--- config.mk ---
export PLATFORM = sky130hd
export DESIGN_NAME = msaa_box_resolve_unit
export DESIGN_NICKNAME = d
export VERILOG_FILES = /design/src/design/msaa_pkg.sv /design/src/design/msaa_front.sv /design/src/design/msaa_queue.sv /design/src/design/msaa_back.sv /design/src/design/msaa_box_resolve_unit.sv
export SDC_FILE = /design/constraint.sdc
export NUM_CORES = 1
export LEC_CHECK = 0
export BUFFER_PORTS_ARGS = -buffer_cell sky130_fd_sc_hd__buf_4
export CAP_MARGIN = 15
export CORE_MARGIN = 2
export CORE_UTILIZATION = 64
export CTS_BUF_LIST = sky130_fd_sc_hd__clkbuf_8
export DETAILED_ROUTE_END_ITERATION = 16
export PLACE_DENSITY_LB_ADDON = 0.25
export SETUP_SLACK_MARGIN = 0.5
export SYNTH_ARGS = -nofsm -noshare
export SYNTH_HDL_FRONTEND = slang
export SYNTH_SLANG_ARGS = --single-unit
--- constraint.sdc ---
create_clock -name clk -period 8.68 [get_ports clk]
set_input_delay 0.868 -clock clk [delete_from_list [all_inputs] [get_ports clk]]
set_output_delay 0.868 -clock clk [all_outputs]
set_load 0.02 [all_outputs]
--- src/design/msaa_pkg.sv ---
// Shared constants and types for the multisample box resolve block.
`default_nettype none

package msaa_pkg;

    localparam int CH_W        = 8;
    localparam int CHANNELS    = 4;
    localparam int DEPTH_W     = 32;
    localparam int TDATA_W     = CHANNELS * CH_W + DEPTH_W;
    localparam int SC_W        = 5;
    localparam int DIM_REG_W   = 13;
    localparam int CFG_DATA_W  = 13;
    localparam int CFG_INDEX_W = 2;
    localparam int STEP_W      = $clog2(CH_W);

    localparam logic [CFG_INDEX_W-1:0] REG_SAMPLE_COUNT = 2'd0;
    localparam logic [CFG_INDEX_W-1:0] REG_FRAME_WIDTH  = 2'd1;
    localparam logic [CFG_INDEX_W-1:0] REG_FRAME_HEIGHT = 2'd2;

    localparam logic [SC_W-1:0]      SAMPLE_COUNT_RESET = 5'd1;
    localparam logic [DIM_REG_W-1:0] FRAME_WIDTH_RESET  = 13'd640;
    localparam logic [DIM_REG_W-1:0] FRAME_HEIGHT_RESET = 13'd480;

    typedef logic [CH_W-1:0]    chan_t;
    typedef logic [DEPTH_W-1:0] depth_t;

endpackage

`default_nettype wire

--- src/design/msaa_front.sv ---
// Front end: config registers, per-pixel accumulation, depth minimum and frame counters.
`default_nettype none

module msaa_front
    import msaa_pkg::*;
#(
    parameter int MAX_SAMPLES   = 16,
    parameter int MAX_DIMENSION = 4096,
    parameter int SUM_W         = 12,
    parameter int N_W           = 5,
    parameter int CNT_W         = 12
)
(
    input  wire logic                        clk,
    input  wire logic                        rst_n,
    input  wire logic                        cfg_valid,
    input  wire logic [CFG_INDEX_W-1:0]      cfg_index,
    input  wire logic [CFG_DATA_W-1:0]       cfg_data,
    input  wire logic                        sample_take,
    input  wire chan_t [CHANNELS-1:0]        sample_chan,
    input  wire depth_t                      sample_depth,
    output logic                             pix_push,
    output logic [CHANNELS-1:0][SUM_W-1:0]   pix_sum,
    output depth_t                           pix_depth,
    output logic [N_W-1:0]                   pix_n,
    output logic                             pix_last
);

    localparam int DIM_W = CNT_W + 1;

    logic [SC_W-1:0]                 sample_count_reg;
    logic [DIM_REG_W-1:0]            frame_width_reg;
    logic [DIM_REG_W-1:0]            frame_height_reg;
    logic [N_W-1:0]                  idx_reg, idx_next;
    logic [CHANNELS-1:0][SUM_W-1:0]  sum_reg, sum_next;
    depth_t                          nearest_reg, nearest_next;
    logic [CNT_W-1:0]                col_reg, col_next;
    logic [CNT_W-1:0]                row_reg, row_next;

    logic [N_W-1:0]                  n_eff;
    logic [DIM_W-1:0]                w_eff, h_eff;
    logic [CNT_W-1:0]                w_last, h_last;
    logic [N_W:0]                    idx_inc;
    logic                            close;
    logic                            last_col, last_row;
    logic [CHANNELS-1:0][SUM_W-1:0]  acc_sum;
    depth_t                          depth_min;

    always_ff @(posedge clk or negedge rst_n)
    begin
        if (!rst_n)
        begin
            sample_count_reg <= SAMPLE_COUNT_RESET;
            frame_width_reg  <= FRAME_WIDTH_RESET;
            frame_height_reg <= FRAME_HEIGHT_RESET;
        end
        else if (cfg_valid)
        begin
            case (cfg_index)
                REG_SAMPLE_COUNT: sample_count_reg <= cfg_data[SC_W-1:0];
                REG_FRAME_WIDTH:  frame_width_reg  <= cfg_data[DIM_REG_W-1:0];
                REG_FRAME_HEIGHT: frame_height_reg <= cfg_data[DIM_REG_W-1:0];
                default:          ;
            endcase
        end
    end

    // zero reads as one, large values saturate
    always_comb
    begin
        if (sample_count_reg == '0)
            n_eff = N_W'(1);
        else if (32'(sample_count_reg) > 32'(MAX_SAMPLES))
            n_eff = N_W'(MAX_SAMPLES);
        else
            n_eff = N_W'(sample_count_reg);

        if (frame_width_reg == '0)
            w_eff = DIM_W'(1);
        else if (32'(frame_width_reg) > 32'(MAX_DIMENSION))
            w_eff = DIM_W'(MAX_DIMENSION);
        else
            w_eff = DIM_W'(frame_width_reg);

        if (frame_height_reg == '0)
            h_eff = DIM_W'(1);
        else if (32'(frame_height_reg) > 32'(MAX_DIMENSION))
            h_eff = DIM_W'(MAX_DIMENSION);
        else
            h_eff = DIM_W'(frame_height_reg);
    end

    assign w_last = CNT_W'(w_eff - DIM_W'(1));
    assign h_last = CNT_W'(h_eff - DIM_W'(1));

    assign idx_inc   = {1'b0, idx_reg} + {{N_W{1'b0}}, 1'b1};
    assign close     = idx_inc >= {1'b0, n_eff};
    assign last_col  = col_reg >= w_last;
    assign last_row  = row_reg >= h_last;
    assign depth_min = (sample_depth < nearest_reg) ? sample_depth : nearest_reg;

    always_comb
    begin
        for (int c = 0; c < CHANNELS; c++)
            acc_sum[c] = sum_reg[c] + SUM_W'(sample_chan[c]);
    end

    always_comb
    begin
        idx_next     = idx_reg;
        sum_next     = sum_reg;
        nearest_next = nearest_reg;
        col_next     = col_reg;
        row_next     = row_reg;
        if (sample_take)
        begin
            if (close)
            begin
                idx_next     = '0;
                sum_next     = '0;
                nearest_next = '1;
                if (last_col)
                begin
                    col_next = '0;
                    row_next = last_row ? '0 : row_reg + CNT_W'(1);
                end
                else
                begin
                    col_next = col_reg + CNT_W'(1);
                end
            end
            else
            begin
                idx_next     = idx_inc[N_W-1:0];
                sum_next     = acc_sum;
                nearest_next = depth_min;
            end
        end
    end

    always_ff @(posedge clk or negedge rst_n)
    begin
        if (!rst_n)
        begin
            idx_reg     <= '0;
            sum_reg     <= '0;
            nearest_reg <= '1;
            col_reg     <= '0;
            row_reg     <= '0;
        end
        else
        begin
            idx_reg     <= idx_next;
            sum_reg     <= sum_next;
            nearest_reg <= nearest_next;
            col_reg     <= col_next;
            row_reg     <= row_next;
        end
    end

    assign pix_push  = sample_take & close;
    assign pix_sum   = acc_sum;
    assign pix_depth = depth_min;
    assign pix_n     = n_eff;
    assign pix_last  = last_col & last_row;

endmodule

`default_nettype wire

--- src/design/msaa_queue.sv ---
// Two-entry queue carrying finished pixel sums from the front end to the divider.
`default_nettype none

module msaa_queue
#(
    parameter int ENTRY_W = 90
)
(
    input  wire logic               clk,
    input  wire logic               rst_n,
    input  wire logic               push,
    input  wire logic [ENTRY_W-1:0] push_data,
    input  wire logic               pop,
    output logic [ENTRY_W-1:0]      pop_data,
    output logic                    full,
    output logic                    empty
);

    logic [ENTRY_W-1:0] slot_reg [2];
    logic               wr_ptr_reg, rd_ptr_reg;
    logic [1:0]         count_reg;

    always_ff @(posedge clk)
    begin
        if (push)
            slot_reg[wr_ptr_reg] <= push_data;
    end

    always_ff @(posedge clk or negedge rst_n)
    begin
        if (!rst_n)
        begin
            wr_ptr_reg <= 1'b0;
            rd_ptr_reg <= 1'b0;
            count_reg  <= '0;
        end
        else
        begin
            if (push)
                wr_ptr_reg <= ~wr_ptr_reg;
            if (pop)
                rd_ptr_reg <= ~rd_ptr_reg;
            case ({push, pop})
                2'b10:   count_reg <= count_reg + 2'd1;
                2'b01:   count_reg <= count_reg - 2'd1;
                default: ;
            endcase
        end
    end

    assign pop_data = slot_reg[rd_ptr_reg];
    assign full     = count_reg == 2'd2;
    assign empty    = count_reg == 2'd0;

endmodule

`default_nettype wire

--- src/design/msaa_back.sv ---
// Back end: bit-serial rounded division of the four channel sums and the output register.
`default_nettype none

module msaa_back
    import msaa_pkg::*;
#(
    parameter int SUM_W = 12,
    parameter int N_W   = 5
)
(
    input  wire logic                        clk,
    input  wire logic                        rst_n,
    input  wire logic                        job_valid,
    input  wire logic [CHANNELS-1:0][SUM_W-1:0] job_sum,
    input  wire depth_t                      job_depth,
    input  wire logic [N_W-1:0]              job_n,
    input  wire logic                        job_last,
    output logic                             job_pop,
    output logic                             out_valid,
    input  wire logic                        out_ready,
    output logic [TDATA_W-1:0]               out_data,
    output logic                             out_last
);

    localparam int REM_W = (SUM_W + 2 > N_W + CH_W + 1) ? SUM_W + 2 : N_W + CH_W + 1;

    typedef enum logic [2:0]
    {
        ST_IDLE = 3'b001,
        ST_RUN  = 3'b010,
        ST_DONE = 3'b100
    } back_state_t;

    back_state_t                  state_reg, state_next;
    logic [STEP_W-1:0]            step_reg, step_next;
    logic                         out_valid_reg, out_valid_next;
    logic [CHANNELS-1:0][REM_W-1:0] rem_reg, rem_next;
    logic [CHANNELS-1:0]          sat_reg, sat_next;
    chan_t [CHANNELS-1:0]         quo_reg, quo_next;
    logic [REM_W-1:0]             div_reg, div_next;
    depth_t                       depth_reg, depth_next;
    logic                         last_reg, last_next;
    logic [TDATA_W-1:0]           out_data_reg;
    logic                         out_last_reg;

    logic                         out_load;
    logic [REM_W-1:0]             dbl_n;
    logic [CHANNELS-1:0][REM_W-1:0] num;
    chan_t [CHANNELS-1:0]         result;

    assign dbl_n = REM_W'(job_n) << 1;

    always_comb
    begin
        for (int c = 0; c < CHANNELS; c++)
        begin
            // 2*sum + n, divided by 2n below
            num[c]    = (REM_W'(job_sum[c]) << 1) + REM_W'(job_n);
            result[c] = sat_reg[c] ? '1 : quo_reg[c];
        end
    end

    always_comb
    begin
        state_next = state_reg;
        step_next  = step_reg;
        rem_next   = rem_reg;
        sat_next   = sat_reg;
        quo_next   = quo_reg;
        div_next   = div_reg;
        depth_next = depth_reg;
        last_next  = last_reg;
        job_pop    = 1'b0;
        out_load   = 1'b0;
        case (state_reg)
            ST_IDLE:
            begin
                if (job_valid)
                begin
                    job_pop    = 1'b1;
                    rem_next   = num;
                    for (int c = 0; c < CHANNELS; c++)
                        sat_next[c] = num[c] >= (dbl_n << CH_W);
                    quo_next   = '0;
                    div_next   = dbl_n << (CH_W - 1);
                    depth_next = job_depth;
                    last_next  = job_last;
                    step_next  = STEP_W'(CH_W - 1);
                    state_next = ST_RUN;
                end
            end
            ST_RUN:
            begin
                // one quotient bit per channel per cycle, msb first
                for (int c = 0; c < CHANNELS; c++)
                begin
                    if (rem_reg[c] >= div_reg)
                    begin
                        rem_next[c] = rem_reg[c] - div_reg;
                        quo_next[c] = {quo_reg[c][CH_W-2:0], 1'b1};
                    end
                    else
                    begin
                        quo_next[c] = {quo_reg[c][CH_W-2:0], 1'b0};
                    end
                end
                div_next = div_reg >> 1;
                if (step_reg == '0)
                    state_next = ST_DONE;
                else
                    step_next = step_reg - STEP_W'(1);
            end
            ST_DONE:
            begin
                if (!out_valid_reg || out_ready)
                begin
                    out_load   = 1'b1;
                    state_next = ST_IDLE;
                end
            end
            default:
            begin
                state_next = ST_IDLE;
            end
        endcase
    end

    always_comb
    begin
        if (out_load)
            out_valid_next = 1'b1;
        else if (out_ready)
            out_valid_next = 1'b0;
        else
            out_valid_next = out_valid_reg;
    end

    always_ff @(posedge clk or negedge rst_n)
    begin
        if (!rst_n)
        begin
            state_reg     <= ST_IDLE;
            step_reg      <= '0;
            out_valid_reg <= 1'b0;
        end
        else
        begin
            state_reg     <= state_next;
            step_reg      <= step_next;
            out_valid_reg <= out_valid_next;
        end
    end

    always_ff @(posedge clk)
    begin
        rem_reg   <= rem_next;
        sat_reg   <= sat_next;
        quo_reg   <= quo_next;
        div_reg   <= div_next;
        depth_reg <= depth_next;
        last_reg  <= last_next;
        if (out_load)
        begin
            out_data_reg <= {depth_reg, result[3], result[2], result[1], result[0]};
            out_last_reg <= last_reg;
        end
    end

    assign out_valid = out_valid_reg;
    assign out_data  = out_data_reg;
    assign out_last  = out_last_reg;

endmodule

`default_nettype wire

--- src/design/msaa_box_resolve_unit.sv ---
// Top level of the multisample box resolve block.
`default_nettype none

// Box-filter resolve of a multisampled stream. Samples (RGBA plus depth) are taken
// one per cycle in pixel order while the pixel queue is not full; after sample_count
// samples one pixel word leaves with each channel as the rounded-half-up mean and the
// least depth (unsigned compare), tlast set on the last pixel of the frame. The front
// end never stalls on its own; each pixel then passes through the back end (load, 8
// bit-serial divide steps, hand-off to the output register), which takes no new pixel
// until the last one is handed off, and the hand-off waits on m_tready. A two-word queue
// between front and back decouples the two. Config writes are always accepted
// and are meant to be made while the block is idle.
module msaa_box_resolve_unit
    import msaa_pkg::*;
#(
    parameter int MAX_SAMPLES   = 16,
    parameter int MAX_DIMENSION = 4096
)
(
    input  wire logic                   clk,
    input  wire logic                   rst_n,
    input  wire logic                   s_tvalid,
    output logic                        s_tready,
    input  wire logic [TDATA_W-1:0]     s_tdata,   // red, green, blue, alpha, depth[63:32]
    output logic                        m_tvalid,
    input  wire logic                   m_tready,
    output logic [TDATA_W-1:0]          m_tdata,   // red, green, blue, alpha, depth[63:32]
    output logic                        m_tlast,   // frame_end
    input  wire logic                   cfg_valid,
    output logic                        cfg_ready,
    input  wire logic [CFG_INDEX_W-1:0] cfg_index,
    input  wire logic [CFG_DATA_W-1:0]  cfg_data
);

    localparam int SUM_W   = $clog2(MAX_SAMPLES * 255 + 1);
    localparam int N_W     = $clog2(MAX_SAMPLES + 1);
    localparam int CNT_W   = $clog2(MAX_DIMENSION);
    localparam int ENTRY_W = CHANNELS * SUM_W + DEPTH_W + N_W + 1;

    logic                           sample_take;
    chan_t [CHANNELS-1:0]           sample_chan;
    logic                           q_push, q_pop, q_full, q_empty;
    logic [CHANNELS-1:0][SUM_W-1:0] pix_sum, job_sum;
    depth_t                         pix_depth, job_depth;
    logic [N_W-1:0]                 pix_n, job_n;
    logic                           pix_last, job_last;
    logic [ENTRY_W-1:0]             q_wdata, q_rdata;

    assign cfg_ready   = 1'b1;
    assign s_tready    = ~q_full;
    assign sample_take = s_tvalid & s_tready;
    assign sample_chan = s_tdata[CHANNELS*CH_W-1:0];

    msaa_front #(
        .MAX_SAMPLES   (MAX_SAMPLES),
        .MAX_DIMENSION (MAX_DIMENSION),
        .SUM_W         (SUM_W),
        .N_W           (N_W),
        .CNT_W         (CNT_W)
    ) u_front (
        .clk          (clk),
        .rst_n        (rst_n),
        .cfg_valid    (cfg_valid),
        .cfg_index    (cfg_index),
        .cfg_data     (cfg_data),
        .sample_take  (sample_take),
        .sample_chan  (sample_chan),
        .sample_depth (s_tdata[TDATA_W-1:CHANNELS*CH_W]),
        .pix_push     (q_push),
        .pix_sum      (pix_sum),
        .pix_depth    (pix_depth),
        .pix_n        (pix_n),
        .pix_last     (pix_last)
    );

    assign q_wdata = {pix_last, pix_n, pix_depth, pix_sum};

    msaa_queue #(
        .ENTRY_W (ENTRY_W)
    ) u_queue (
        .clk       (clk),
        .rst_n     (rst_n),
        .push      (q_push),
        .push_data (q_wdata),
        .pop       (q_pop),
        .pop_data  (q_rdata),
        .full      (q_full),
        .empty     (q_empty)
    );

    assign {job_last, job_n, job_depth, job_sum} = q_rdata;

    msaa_back #(
        .SUM_W (SUM_W),
        .N_W   (N_W)
    ) u_back (
        .clk       (clk),
        .rst_n     (rst_n),
        .job_valid (~q_empty),
        .job_sum   (job_sum),
        .job_depth (job_depth),
        .job_n     (job_n),
        .job_last  (job_last),
        .job_pop   (q_pop),
        .out_valid (m_tvalid),
        .out_ready (m_tready),
        .out_data  (m_tdata),
        .out_last  (m_tlast)
    );

    // a closing sample must never find the queue full
    a_no_overflow: assert property (@(posedge clk) disable iff (!rst_n)
        q_full |-> !q_push)
        else $error("pixel queue overflow");

    a_no_underflow: assert property (@(posedge clk) disable iff (!rst_n)
        q_pop |-> !q_empty)
        else $error("pixel queue read while empty");

    a_push_lands: assert property (@(posedge clk) disable iff (!rst_n)
        q_push && !q_pop |=> !q_empty)
        else $error("pushed pixel word lost");

endmodule

`default_nettype wire
==> impl_summary.txt, run 1 <==
----------------------------------------------------
[Synthesis]
  Synth warnings ... 0
  Number of instances in the synthesized netlist ... 2,327
  Portion of synthesized cell area occupied by the leading cell type ... 0.408
  Top-count cell post-synth ... edfxtp_1
  Mean instance size in the synthesized netlist ... 11.9 um^2
  Prevailing post-synth register cell ... edfxtp_1
  Dominant cell type by area after synthesis ... edfxtp_1
  Flip-flop and latch count after synthesis ... 526
  Number of distinct library cells after synthesis ... 72
  Syn nets ... 2,611
  Most area-consuming cells after synthesis ... edfxtp_1, dfrtp_1, ha_1
  Share of flip-flops with an asynchronous set or reset ... 0.287
  Register area share after synthesis ... 0.547
  Post-synth EDFFs ... 375
  Netlist area before placement ... 0.0276 mm^2
  Most instantiated cells after synthesis ... edfxtp_1, ha_1, o21ai_0, nand2_1, nor2_1

[Timing]
  Time the final worst path needs with I/O delays and setup ... 5.14 ns
  Final Skew ... 0.0326 ns
  FMAX ... 195 MHz
  Unrepaired setup endpoints after global routing ... no
  Least-Margin Pin Slew ... 1.04 ns
  Post-route worst hold slack ... 0.256 ns
  Max-slew headroom at the worst pin ... 0.307
  Sum of negative setup slack ... 0 ns
  Post-route clock period utilization ... 0.592
  Setup WS post-layout ... 3.54 ns
  Max-slew violations ... 0
  Hold Fails Final Rpt ... 0
  Setup violators final ... 0

[Layout]
  Flip-flop count of the largest register after layout ... 172
  Number of antenna cells inserted ... 0
  Post-layout nets ... 2,797
  Area grow syn2layout ... 12.7%
  Share of final-layout standard cells stronger than drive strength 1 ... 0.186
  Layout Utilization ... 0.727

[Placed design]
  Weighted congestion at the end of routability-driven global placement ... 0.891
  Detail Placement HPWL ... 42.8 mm
  Number of input and output port buffers inserted ... 150
  Setup slack after placement ... 3.60 ns

[Route]
  Drt total wl ... 62.3 mm
  DRT iter0 DRCs ... 1,421
  Detailed-routing iteration count for the pre-antenna-repair pass ... 6
  Number of remaining DRC errors ... 0
  Routed WL per cell ... 19.9 um
  Number of vias in the routed layout ... 19,254
  Number of vias per cell ... 6.15
  ANT nets after route ... 0

[GRT]
  Pin count of the biggest net entering global routing ... 91
  Total track usage ... 0.279
  Total overflow reported by the global router ... 0
  Number of global-route vias before repair ... 19,170
  Initial antenna violation count ... 0
  Wire length of the first global-routing pass ... 98.2 mm

[Worst setup path]
  Crit Path Category ... flop to flop
  Maximum fanout encountered on the critical timing path ... 72
  Worst setup EP type ... flop
  Data required time at the worst endpoint ... 9.22 ns
  Data arrival, critical path ... 5.68 ns
  Startpoint type of the worst setup path ... flop

[CTS]
  H-tree depth reported by CTS ... 3
  Post-CTS resize count ... 0
  Clock-pin transition on the worst setup and hold timing paths ... 0.07 ns
  Clock buffer depth ... 3
  CTS tree ... done
  Sink Count ... 526
  Clock root buffer master ... clkbuf_8
  Worst-skew pair later-pin latency ... 0.68 ns
  CTS Hold Bufs ... 0
  Num CTS Buffers ... 86
  Total setup buffers inserted after CTS ... 0

[Floorplanning]
  Initial standard-cell utilization of the core ... 0.645
  Number of standard-cell rows in the floorplan ... 76
  Core Region ... 0.0428 mm^2
  Width of the die ... 212 um
  Chip Height ... 212 um
  I/O pin cnt ... 152
  Total die area ... 0.0448 mm^2

[Min path]
  Class of the tightest hold or removal check ... primary input to asynchronous set/reset pin

[Power]
  Leakage dissipation ... 12.8 nW
  Power per standard cell area ... 392 mW/mm^2
  Maximum vdd ir drop ... 0.227 mV

[Outcome]
  Outcome ... completed

[Flow run]
  Number of maximum-capacitance constraint violations ... 0

----------------------------------------------------
-- final timing paths --
check                      cells after the start  slack, ns                          end                 start
min                                            1       0.26  u_front.frame_height_reg[1]                 rst_n
max in group asynchronous                      2       6.90           u_queue.rd_ptr_reg                 rst_n
min reg2reg                                    0       0.42          u_back.out_data[46]  u_back.depth_reg[14]
max                                           14       3.54            u_back.sat_reg[1]    u_queue.rd_ptr_reg
min in group clk                               0       0.42          u_back.out_data[46]  u_back.depth_reg[14]
max reg2reg                                   14       3.54            u_back.sat_reg[1]    u_queue.rd_ptr_reg
-- power by group --
part           switching [W]  total, W  internal, W
sequential          0.000446   0.00440      0.00395
combinational        0.00336   0.00555      0.00219
clock                0.00103   0.00223      0.00120
total                0.00484    0.0122      0.00734
-- critical path: stages (launching register included) --
cell	delay, ns
dfrtp_4	1.00
mux2i_1	0.74
inv_1	0.28
ha_1	0.33
fa_1	0.42
a21o_1	0.18
a21oi_1	0.28
a211o_1	0.23
nor4_1	0.08
ha_1	0.32
and4b_1	0.21
nand4b_1	0.12
or4_1	0.41
nor4_1	0.19
a211o_1	0.16
-- per-stage QoR --
| stage | std cells | cell area [um^2] | total power [W] |
|---|---|---|---|
| 2_1_floorplan | 2327 | 27600 | 0.00838 |
| 3_3_place_gp | 2971 | 29300 | 0.00961 |
| 3_5_place_dp | 2971 | 29300 | 0.00987 |
| 4_1_cts | 3131 | 31100 | 0.0121 |
| 5_1_grt | 3131 | 31100 | 0.0130 |
| 6_report | 3131 | 31100 | 0.0122 |
-- cell type report --
type                    instances  area [um^2]
well taps                     546          683
clock inverters                62          437
inverters                     100          375
repair buffers                169         1270
fillers                      2939        11700
multi-input cells            1630        11900
flip-flops and latches        526        15100
clock buffers                  98         1350
-- cells by family (layout without fill, tap and decap cells) --
kind of cell    after synthesis  count (layout)  synth area share
compound gates              560             560             0.131
xor+xnor                    126             126            0.0400
fa+ha+maj                   200             200            0.0939
buf+inv                     171             429            0.0245
flops                       526             526             0.547
mux                         120             120            0.0475
other cells                   1               1          0.000136
simple gates                623             623             0.117
-- placed cells by master (no fill, tap or decap), drive strengths merged, types with 28 or more instances in the layout --
cell type and count:
edfxtp 375, ha 188, o21ai 177, buf 169, nand2 161, nor2 121
inv 116, a21oi 114, dfrtp 111, clkbuf 98, mux2 88, xnor2 73
xor2 53, nor2b 50, or2 43, a21o 42, a22o 40, dfstp 40
clkinv 38, and2 35, nand3 34, nand2b 33, mux2i 32, o22a 32
o21a 28
-- layer usage --
metal / up-vias / global-route usage / share of wire
met5: - / 0 / 0
met4: 0 / 0.118 / 0.032
met3: 127 / 0.0444 / 0.057
met2: 616 / 0.467 / 0.49
met1: 9463 / 0.364 / 0.42
li1: 9048 / - / -
(Power assumes the default switching activity.)
==> run 2: changes to the inputs <==
--- a/config.mk
+++ b/config.mk
@@ -5,10 +5,11 @@
 export SDC_FILE = /design/constraint.sdc
 export NUM_CORES = 1
 export LEC_CHECK = 0
+export ABC_AREA = 1
 export BUFFER_PORTS_ARGS = -buffer_cell sky130_fd_sc_hd__buf_4
 export CAP_MARGIN = 15
 export CORE_MARGIN = 2
-export CORE_UTILIZATION = 64
+export CORE_UTILIZATION = 58
 export CTS_BUF_LIST = sky130_fd_sc_hd__clkbuf_8
 export DETAILED_ROUTE_END_ITERATION = 16
 export PLACE_DENSITY_LB_ADDON = 0.25
==> constraint.sdc (replaced) <==
create_clock -name clk -period 4.3 [get_ports clk]
set_input_delay 0.43 -clock clk [delete_from_list [all_inputs] [get_ports clk]]
set_output_delay 0.43 -clock clk [all_outputs]
set_load 0.02 [all_outputs]
==> run 2 against run 1 <==
Clock-buffer cell count shrank 3. Critical path depth grew 4. Sequential share of layout area decreased by 1.9 points. Fmax is 41% higher. Clock power is 85% higher. Synthesized cell count is 31% higher. Cell count up 28%. Synthesized area grew 3.6%. Hold slack got worse by 0.20 ns. Routed wire length increased by 6.6%. Sequential power grew 100%. Largest power group unchanged. Highest routed layer unchanged.
==> impl_summary.txt, run 2 <==
----------------------------------------------------
[Synthesis]
  Flip-flop and latch count after synthesis ... 526
  Most area-consuming cells after synthesis ... edfxtp_1, nand2_1, dfrtp_1
  Dominant cell type by area after synthesis ... edfxtp_1
  Share of flip-flops with an asynchronous set or reset ... 0.287
  Syn nets ... 3,340
  Adder-cell share of the synthesized area ... 0.0907
  Post-synth EDFFs ... 375
  Simple logic cell fraction of the synthesized area ... 0.204
  Mean instance size in the synthesized netlist ... 9.36 um^2
  Top-count cell post-synth ... nand2_1
  Most instantiated cells after synthesis ... nand2_1, edfxtp_1, inv_1, ha_1, nand3_1
  Post-Synth XOR/XNOR Area ... 0.0401
  Portion of synthesized cell area occupied by the leading cell type ... 0.394
  Prevailing post-synth register cell ... edfxtp_1
  Synth warnings ... 0
  Register area share after synthesis ... 0.528
  Netlist area before placement ... 0.0286 mm^2
  Largest family of logic cells by synthesized area ... simple AND/OR/NAND/NOR gates
  Mux contribution to synthesized area ... 0.00468
  Number of distinct library cells after synthesis ... 59
  Area fraction in compound gates after synthesis ... 0.0738
  Number of instances in the synthesized netlist ... 3,056

[Power]
  Power per standard cell area ... 811 mW/mm^2
  Maximum vdd ir drop ... 0.362 mV
  Leakage dissipation ... 14.9 nW

[Min path]
  WHS Path Cells ... 3
  Class of the tightest hold or removal check ... primary input to flop

[Timing]
  Post-route clock period utilization ... 0.849
  Setup WS post-layout ... 0.650 ns
  Final Skew ... 0.0416 ns
  Max-slew headroom at the worst pin ... 0.314
  Hold Fails Final Rpt ... 0
  Max-slew violations ... 0
  Least-Margin Pin Slew ... 1.03 ns
  Setup violators final ... 0
  Unrepaired setup endpoints after global routing ... yes
  Sum of negative setup slack ... 0 ns
  FMAX ... 274 MHz
  Time the final worst path needs with I/O delays and setup ... 3.65 ns

[Flow run]
  Number of maximum-capacitance constraint violations ... 0

[Route]
  Detailed-routing iteration count for the pre-antenna-repair pass ... 6
  DRT iter0 DRCs ... 1,533
  Number of vias in the routed layout ... 21,630
  Drt total wl ... 66.4 mm
  Routed WL per cell ... 16.6 um
  Number of remaining DRC errors ... 0
  Number of vias per cell ... 5.41
  ANT nets after route ... 0

[Layout]
  Most common library cell in the layout ignoring fill and taps ... nand2_1
  Post-layout nets ... 3,548
  Share of final-layout standard cells stronger than drive strength 1 ... 0.132
  Flip-flop count of the largest register after layout ... 172
  Number of antenna cells inserted ... 0
  Fill cells ... 3,861
  Area used by sequential logic in the layout ... 0.0151 mm^2
  Area occupied by multi-input gates ... 0.0120 mm^2
  Area grow syn2layout ... 13.3%
  Highest-count cells in the layout ignoring fill and taps ... nand2_1, edfxtp_1, inv_1, ha_1, buf_4

[GRT]
  Initial antenna violation count ... 0
  Number of global-route vias before repair ... 21,504
  Total overflow reported by the global router ... 0
  Wire length of the first global-routing pass ... 107 mm
  Pin count of the biggest net entering global routing ... 86
  Total track usage ... 0.264

[Worst setup path]
  Worst setup EP type ... flop
  Cells traversed along the worst timing path ... clkinv_8, or2_2, o21ai_2, inv_2, ha_1, fa_1, nand3_1, nand3_1, nand3_2, nor3_2, nand2_1, xor2_1, inv_1, ha_1, a21oi_1, o21ai_0, a221oi_1, nand2_1
  Data arrival, critical path ... 4.06 ns
  Maximum fanout encountered on the critical timing path ... 18
  Startpoint type of the worst setup path ... flop
  Maximum cell stage delay along the critical path ... 0.47 ns
  Data required time at the worst endpoint ... 4.71 ns
  Crit Path Category ... flop to flop
  Logic depth of the worst register-to-register path ... 18
  Critical-path top delay cell ... dfrtp_4

[CTS]
  Clock buffer depth ... 3
  Clock root buffer master ... clkbuf_8
  Worst-skew pair later-pin latency ... 0.69 ns
  H-tree depth reported by CTS ... 3
  Num CTS Buffers ... 86
  Sink Count ... 526
  Clock-pin transition on the worst setup and hold timing paths ... 0.06 ns
  CTS tree ... done

[Floorplanning]
  Initial standard-cell utilization of the core ... 0.585
  I/O pin cnt ... 152
  Width of the die ... 226 um
  Core Region ... 0.0488 mm^2
  Total die area ... 0.0511 mm^2
  Number of standard-cell rows in the floorplan ... 81
  Chip Height ... 226 um

[Placed design]
  Number of input and output port buffers inserted ... 150
  Setup slack after placement ... 0.135 ns
  Detail Placement HPWL ... 46.9 mm
  Weighted congestion at the end of routability-driven global placement ... 0.939

[Outcome]
  Outcome ... completed

----------------------------------------------------
## run 2: cell count changes after synthesis, sizes merged, moves of 34 or more
cell   before  now
inv       100  344
and2       35    1
nand2     161  906
a22o       40    0
nor2      121  179
nand3      34  179
mux2       88    0
nor2b      50    0
## run 2: cell type report
| cell class | instances | share of cell area |
|---|---|---|
| flip-flops and latches | 526 | 0.466 |
| multi-input cells | 2111 | 0.370 |
| repair buffers | 194 | 0.0478 |
| clock buffers | 95 | 0.0404 |
| inverters | 344 | 0.0402 |
| well taps | 664 | 0.0256 |
| clock inverters | 64 | 0.0102 |
| repair inverters | 1 | 0.000270 |
## run 2: per-stage QoR
step                total power (W)  cell area, um^2  hold WS, ns  std cells  utilization
finish                       0.0263            32400       0.0529       3999        0.663
global route                 0.0284            32400       0.0454       3999        0.663
CTS                          0.0260            32200      0.00471       3990        0.659
detailed placement           0.0218            30500        0.406       3822        0.624
global placement             0.0212            30500        0.402       3822        0.624
floorplan                    0.0182            28600        0.134       3056            -
## run 2: logic make-up after synthesis
group	Yosys count
buffers and inverters	419
DFF	526
AOI/OAI and AO/OA	375
other	1
xor gates and xnor gates	131
and+or+nand+nor	1391
muxes	13
adders and majority gates	200
## run 2: path summary, 6_finish.rpt
path,slack (ns),to,startpoint
setup / recovery,0.65,u_back.sat_reg[1],u_queue.rd_ptr_reg
hold / removal,0.05,u_front.frame_height_reg[8],cfg_data[8]
setup reg to reg,0.65,u_back.sat_reg[1],u_queue.rd_ptr_reg
hold reg to reg,0.41,u_back.out_data[35],u_back.depth_reg[3]
max in group asynchronous,2.93,u_front.nearest_reg[22],rst_n
min in group asynchronous,0.42,u_front.row_reg[11],rst_n
## run 2: timing repair
item / in CTS / in global routing
gates resized for setup: 3 / 30
endpoints found under the hold margin: 69 / 0
endpoints found under the setup margin: 4 / 18
pin swaps: 1 / 5
setup buffers: 4 / 8
cloned: 0 / 1
hold buffers: 5 / 0
## run 2: worst max-delay path: cells and delay by family (launching register included)
kind / cells / cell delay (ns)
xor gates and xnor gates: 1 / 0.20
adders and majority gates: 3 / 0.96
AOI/OAI and AO/OA: 4 / 0.58
and+or+nand+nor: 7 / 0.89
buffers and inverters: 3 / 0.26
DFF: 1 / 0.47
## run 2: routing by layer
metal	vias to the layer above	routed length (um)	GRT usage
li1	10631	-	-
met1	10238	28200	0.340
met2	622	32100	0.445
met3	139	4130	0.0464
met4	0	1930	0.107
met5	-	0	0
## run 2: power breakdown
group          total [W]  switching, W  internal, W
Sequential       0.00891      0.000699      0.00821
Combinational     0.0133       0.00887      0.00439
Clock            0.00413       0.00202      0.00211
Total             0.0263        0.0116       0.0147
